==> src/rtl/rcea_pkg.sv <==
// shared constants and types for the range count-and-assign block
// no dependencies
package rcea_pkg;

  localparam int IDX_W = 10;
  localparam int VAL_W = 32;
  localparam int CNT_W = 11;
  localparam logic [CNT_W-1:0] CNT_MAX = '1;

  typedef enum logic [3:0] {
    ST_CLEAR,
    ST_IDLE,
    ST_DIV,
    ST_TAG_RD,
    ST_TAG_CHK,
    ST_SCAN,
    ST_FILL,
    ST_WALK,
    ST_DONE
  } rcea_state_t;

  typedef struct packed {
    logic capture;
    logic div;
    logic tag_rd;
    logic tag_set;
    logic tag_clr;
    logic cnt_blk;
    logic ptr_ld_s;
    logic ptr_ld_a;
    logic ptr_inc;
    logic elem_rd;
    logic elem_wr;
    logic fill;
    logic blk_inc;
    logic out_load;
    logic clr_wr;
  } rcea_cmd_t;

  typedef struct packed {
    logic empty;
    logic full;
    logic tag_vld;
    logic last_blk;
    logic ptr_at_e;
    logic ptr_at_z;
    logic is_query;
    logic clr_last;
    logic out_busy;
  } rcea_stat_t;

endpackage

==> src/rtl/rcea_ctrl.sv <==
// sequencer for loads, range queries and the tag clearing pass after reset
// uses rcea_pkg command and status types
module rcea_ctrl (
  input  logic               clk,
  input  logic               rst_n,
  input  logic               in_valid,
  output logic               in_stall,
  input  rcea_pkg::rcea_stat_t stat,
  output rcea_pkg::rcea_cmd_t  cmd
);

  rcea_pkg::rcea_state_t state_r, state_nxt;
  logic adv;

  always_ff @(posedge clk) begin
    if (!rst_n) begin
      state_r <= rcea_pkg::ST_CLEAR;
    end else begin
      state_r <= state_nxt;
    end
  end

  always_comb begin
    cmd       = '0;
    state_nxt = state_r;
    in_stall  = 1'b1;
    adv       = 1'b0;
    case (state_r)
      rcea_pkg::ST_CLEAR: begin
        cmd.clr_wr = 1'b1;
        if (stat.clr_last) begin
          state_nxt = rcea_pkg::ST_IDLE;
        end
      end
      rcea_pkg::ST_IDLE: begin
        in_stall = 1'b0;
        if (in_valid) begin
          cmd.capture = 1'b1;
          state_nxt   = rcea_pkg::ST_DIV;
        end
      end
      rcea_pkg::ST_DIV: begin
        cmd.div = 1'b1;
        if (stat.empty) begin
          state_nxt = rcea_pkg::ST_DONE;
        end else begin
          state_nxt = rcea_pkg::ST_TAG_RD;
        end
      end
      rcea_pkg::ST_TAG_RD: begin
        cmd.tag_rd = 1'b1;
        state_nxt  = rcea_pkg::ST_TAG_CHK;
      end
      rcea_pkg::ST_TAG_CHK: begin
        if (stat.full && stat.tag_vld) begin
          cmd.tag_set = 1'b1;
          cmd.cnt_blk = 1'b1;
          adv         = 1'b1;
        end else if (stat.full) begin
          cmd.ptr_ld_s = 1'b1;
          state_nxt    = rcea_pkg::ST_SCAN;
        end else if (stat.tag_vld) begin
          cmd.ptr_ld_s = 1'b1;
          cmd.cnt_blk  = 1'b1;
          state_nxt    = rcea_pkg::ST_FILL;
        end else begin
          cmd.ptr_ld_a = 1'b1;
          state_nxt    = rcea_pkg::ST_WALK;
        end
      end
      rcea_pkg::ST_SCAN: begin
        cmd.elem_rd = 1'b1;
        cmd.ptr_inc = 1'b1;
        if (stat.ptr_at_e) begin
          cmd.tag_set = 1'b1;
          adv         = 1'b1;
        end
      end
      rcea_pkg::ST_FILL: begin
        cmd.elem_wr = 1'b1;
        cmd.fill    = 1'b1;
        cmd.ptr_inc = 1'b1;
        if (stat.ptr_at_e) begin
          cmd.tag_clr = 1'b1;
          adv         = 1'b1;
        end
      end
      rcea_pkg::ST_WALK: begin
        cmd.elem_rd = 1'b1;
        cmd.elem_wr = 1'b1;
        cmd.ptr_inc = 1'b1;
        if (stat.ptr_at_z) begin
          adv = 1'b1;
        end
      end
      rcea_pkg::ST_DONE: begin
        if (!stat.is_query) begin
          state_nxt = rcea_pkg::ST_IDLE;
        end else if (!stat.out_busy) begin
          cmd.out_load = 1'b1;
          state_nxt    = rcea_pkg::ST_IDLE;
        end
      end
      default: begin
        state_nxt = rcea_pkg::ST_IDLE;
      end
    endcase

    if (adv) begin
      if (stat.last_blk) begin
        state_nxt = rcea_pkg::ST_DONE;
      end else begin
        cmd.blk_inc = 1'b1;
        state_nxt   = rcea_pkg::ST_TAG_RD;
      end
    end
  end

endmodule

==> config.mk <==
export PLATFORM = sky130hd
export DESIGN_NAME = rcea_ctrl
export DESIGN_NICKNAME = d
export VERILOG_FILES = /design/src/rtl/rcea_pkg.sv /design/src/rtl/rcea_ctrl.sv
export SDC_FILE = /design/constraint.sdc
export NUM_CORES = 1
export LEC_CHECK = 0
export ABC_AREA = 0
export BUFFER_PORTS_ARGS = -buffer_cell sky130_fd_sc_hd__buf_4
export CAP_MARGIN = 10
export CORE_AREA = 3 3 40 42
export DETAILED_ROUTE_END_ITERATION = 8
export DIE_AREA = 0 0 43 45
export HOLD_SLACK_MARGIN = 0.12
export PLACE_DENSITY = 0.73
export REMOVE_ABC_BUFFERS = 1
export SLEW_MARGIN = 25
export SYNTH_ARGS = -nofsm -noshare
export SYNTH_HDL_FRONTEND = slang
export SYNTH_SLANG_ARGS = --single-unit
==> constraint.sdc <==
create_clock -name clk -period 4.5 [get_ports clk]
set_clock_uncertainty 0.15 [all_clocks]
set_input_delay 0.225 -clock clk [delete_from_list [all_inputs] [get_ports clk]]
set_output_delay 0.225 -clock clk [all_outputs]
set_load 0.01 [all_outputs]
==> results <==
- The flow ran to the end, and the final reports show no timing, DRC or antenna violations.
- The final sum of negative setup slack is 0 ps.
- The max-cap violation count is 0.
- For this run, the total global-route usage over all layers was measured as 17.9%.
- After floorplanning, the core was sized to cover 1280 um^2.
- The average vias per placed instance is 5.73.
- The slack of the worst reg-to-reg path is 2420 ps.
- By area the synthesized netlist is led by sky130_fd_sc_hd__dfxtp_1 15%, sky130_fd_sc_hd__ha_1 9.2%, sky130_fd_sc_hd__nor2_1 7.6%.
- Measured against its own limit, the worst slew margin works out to 63.7%.
- The number of filler cells placed in the layout is 123.
- Power spread over the standard cell area amounts to 479 nW/um^2.
- Ranked by flip-flop count, first place goes to state_r.
- In this run the vertical extent of the chip is 45 um.
- The proportion of layout cells with a drive suffix above 1 is 37.8%.
- The largest vdd supply drop is 0.226 mV.
- The maximum operating frequency is 450 MHz.
- The final number of max-transition violations came to 0.
- The starting DRC count in detailed routing is 11.
- The global placer's final weighted congestion is 0.825.
- The die covers 1940 um^2.
- The TritonCTS buffer count is 3.
- The worst-case hold path end point is state_r[0].
- The number of cells produced by synthesis is 73.
- The number of distinct library cell variants in the gate-level netlist after synthesis is 35.
- In the final layout, the registers with the most flip-flops are state_r x4.
- After clock tree synthesis, the clock-pin slew on the worst setup and hold paths is 40 ps.
- The critical path required time is 4120 ps.
- The post-route total power is 0.365 mW.
- The largest fanout on the critical path is 16.
- For this configuration, the core starts out at a cell density of 42.3%.
- Setup repair after global routing left no endpoint under its margin.
- Once detail routing completed, the nets flagged for antenna violations numbered 0.
- For this run, the leading register cell type out of synthesis is sky130_fd_sc_hd__dfxtp_1.
- The number of stages on the worst hold path is 3.
- In this run the worst hold path is classified as in2reg.
- The count of flip-flops with a built-in enable after synthesis is 0.
- Data on the critical path arrives at its endpoint at 1850 ps.
- After synthesis the netlist holds a flip-flop and latch count of 4.
- The global-route congestion overflow total is 0.
- TritonCTS built the clock tree.
- The top cell type by area accounts for 14.7% of the synthesized area.
- The via count of the first global-routing pass came to 598.
- Once placement completed, the tool counted placed cells totaling 109.
- The number of buffers and inverters on the critical path is 1.
- With fillers left out, the area of the finished cells amounts to 762 um^2.
- The cell family contributing the most delay on the critical path is flip-flops.
- Sequential elements use 14.7% of the synthesized area.
- After detailed routing, the average wire length per cell comes to 13.6 um.
- The most frequent cell after synthesis is sky130_fd_sc_hd__nor2_1.
- The cell with the biggest individual delay on the critical path is sky130_fd_sc_hd__dfxtp_1.
- The biggest cell delay along the critical path is 650 ps.
- The register with the most flip-flops in the layout has 4 of them.
- The portion of the clock cycle consumed by the worst path in the final layout is 49.4%.
- After the flow finishes, the layout carries non-filler instances totaling 113.
- The worst path needs 2220 ps of the cycle, external delays included.
- For the pin with the worst max-slew slack, the measured transition is 544 ps.
- Setup violations remaining at the end of the flow were counted as 0.
- After the last flow step, the layout net total stands at 116.
- The number of antenna violations at the first check in global routing was 0.
- CTS built an H-tree with a depth of 1.
- The number of port buffers is 27.
- Walking the worst path, the cells encountered are mux2_2 > a22oi_1 > nor2_1 > buf_4.
- Once the clock tree was built, the setup fixing pass inserted 0 buffers.
- The number of warnings printed during yosys synthesis is 0.
- The number of cell instances on the worst register-to-register path is 4.
- The number of vias in the routed layout is 648.
- The endpoint identified for the worst register-to-register timing path is state_r[0].
- The area taken by flip-flops and latches is 80.1 um^2.
- The antenna cell count is 0.
- The mean cell area of the mapped netlist is 7.44 um^2.
- Across all hold checks on the routed design, the worst slack comes to 198 ps.
- The cell taking the most area after synthesis is sky130_fd_sc_hd__dfxtp_1.
- The die is 43 um wide.
- The critical hold path startpoint is stat[5].
- For this design, the sink count on the clock tree is 4.
- STA classifies the critical path endpoint as an output pin.
- The type of element launching the critical path is a flop.
- Counting flops with an async set or reset pin after synthesis yields a share of 0%.
- Entering global routing, the biggest net connects 18 pins.
- In this run the cell area measured after placement is 729 um^2.
- The start of the worst register-to-register path is state_r[0].
- After detailed routing, the total wire length is 1.54 mm.
- 28 I/O pins were placed.
- Summed over all cells, the static leakage comes to 0.375 nW.
- The residual DRC count is 0.
- The commonest cells after synthesis are 11 x sky130_fd_sc_hd__nor2_1, 5 x sky130_fd_sc_hd__a21oi_1, 5 x sky130_fd_sc_hd__inv_1.
- The HPWL after detailed placement is 1.15 mm.
- The footprint of the multi-input gates is 409 um^2.
- The initialized floorplan defines 13 standard-cell rows.
- The maximum count of clock buffers along a single path is 2.
- The number of hold violations in the final report is 0.
- The global-route wire length before repair is 2.54 mm.
- The cell sitting at the root of the clock tree is a sky130_fd_sc_hd__clkbuf_4.
- For the worst-skew pair, the clock arrives at the later sink with an insertion delay of 250 ps.
- For this run, the detailed router's first-pass iteration total came to 4.
- The type of the setup path with the least slack is reg2out.
- In this run the cell area of the synthesized design comes to 543 um^2.
- The area added between synthesis and finish is 40.3%.
[per-stage QoR]
stage          worst slack, ps  utilization [%]
3_5_place_dp              2470             56.8
6_report                  2280             59.3
2_1_floorplan             2660                -
4_1_cts                   2290             59.3
5_1_grt                   2140             59.3
3_3_place_gp              2550             56.8
[final cells by class]
type,count,share of cell area (%)
sequential,4,10.5
inverter,5,2.46
clock buffer,3,2.96
tap,15,2.46
multi-input combinational,58,53.7
timing repair buffer,28,27.9
[power by group]
| part | switching, mW | internal (mW) | total (mW) | leakage (nW) |
|---|---|---|---|---|
| logic | 0.102 | 0.119 | 0.221 | 0.328 |
| registers | 0.0469 | 0.0481 | 0.0950 | 0.0328 |
| clock network | 0.0190 | 0.0301 | 0.0491 | 0.0138 |
[layout by cell type (no fill, tap or decap), types with 2 or more instances in the layout]
cell / Yosys / routed
sky130_fd_sc_hd__and3_1: 3 / 3
sky130_fd_sc_hd__o31a_1: 2 / 2
sky130_fd_sc_hd__dfxtp_1: 4 / 4
sky130_fd_sc_hd__buf_4: 0 / 27
sky130_fd_sc_hd__and2_1: 3 / 3
sky130_fd_sc_hd__nor2_1: 11 / 11
sky130_fd_sc_hd__nand3_1: 2 / 2
sky130_fd_sc_hd__clkbuf_4: 0 / 3
sky130_fd_sc_hd__nor3_1: 4 / 4
sky130_fd_sc_hd__a21oi_1: 5 / 5
sky130_fd_sc_hd__inv_1: 5 / 5
sky130_fd_sc_hd__nand2b_1: 2 / 2
sky130_fd_sc_hd__ha_1: 4 / 4
sky130_fd_sc_hd__nand2_1: 2 / 2
[metal layers]
layer  share of wire, %  up-vias  global-route usage [%]
met2                 48       30                    30.2
met3                9.2        6                    5.98
met1                 40      300                    18.7
met5                  0        -                       0
li1                   -      312                       -
met4                2.3        0                    12.7
[worst max path at each step]
stage / start / endpoint / slack [ps] / depth (start not counted)
floorplan: state_r[0] / state_r[1] / 2660 / 4
global placement: state_r[0] / state_r[0] / 2550 / 4
detailed placement: state_r[0] / state_r[0] / 2470 / 4
CTS: state_r[0] / cmd[2] / 2290 / 4
global route: state_r[0] / cmd[2] / 2140 / 4
finish: state_r[0] / cmd[2] / 2280 / 4
[cell families (layout without fill, tap and decap cells)]
logic type                 count (synthesis)  after routing  share of synthesized area (%)
adders and majority gates                  4              4                           9.22
muxes                                      2              2                           4.84
AOI/OAI and AO/OA                         17             17                           24.0
buffers and inverters                     11             36                           9.91
DFF                                        4              4                           14.7
and+or+nand+nor                           35             35                           37.3
[timing repair]
action                    4_1_cts  5_1_grt
hold buffers                    1        0
hold endpoints to repair        1        0
resized for setup               0        0
[tightest hold or removal path, stage by stage]
cell	delay [ps]
sky130_fd_sc_hd__buf_4	110
sky130_fd_sc_hd__nand2b_1	80
sky130_fd_sc_hd__a31o_1	150
Power figures use the tool's default switching activity.
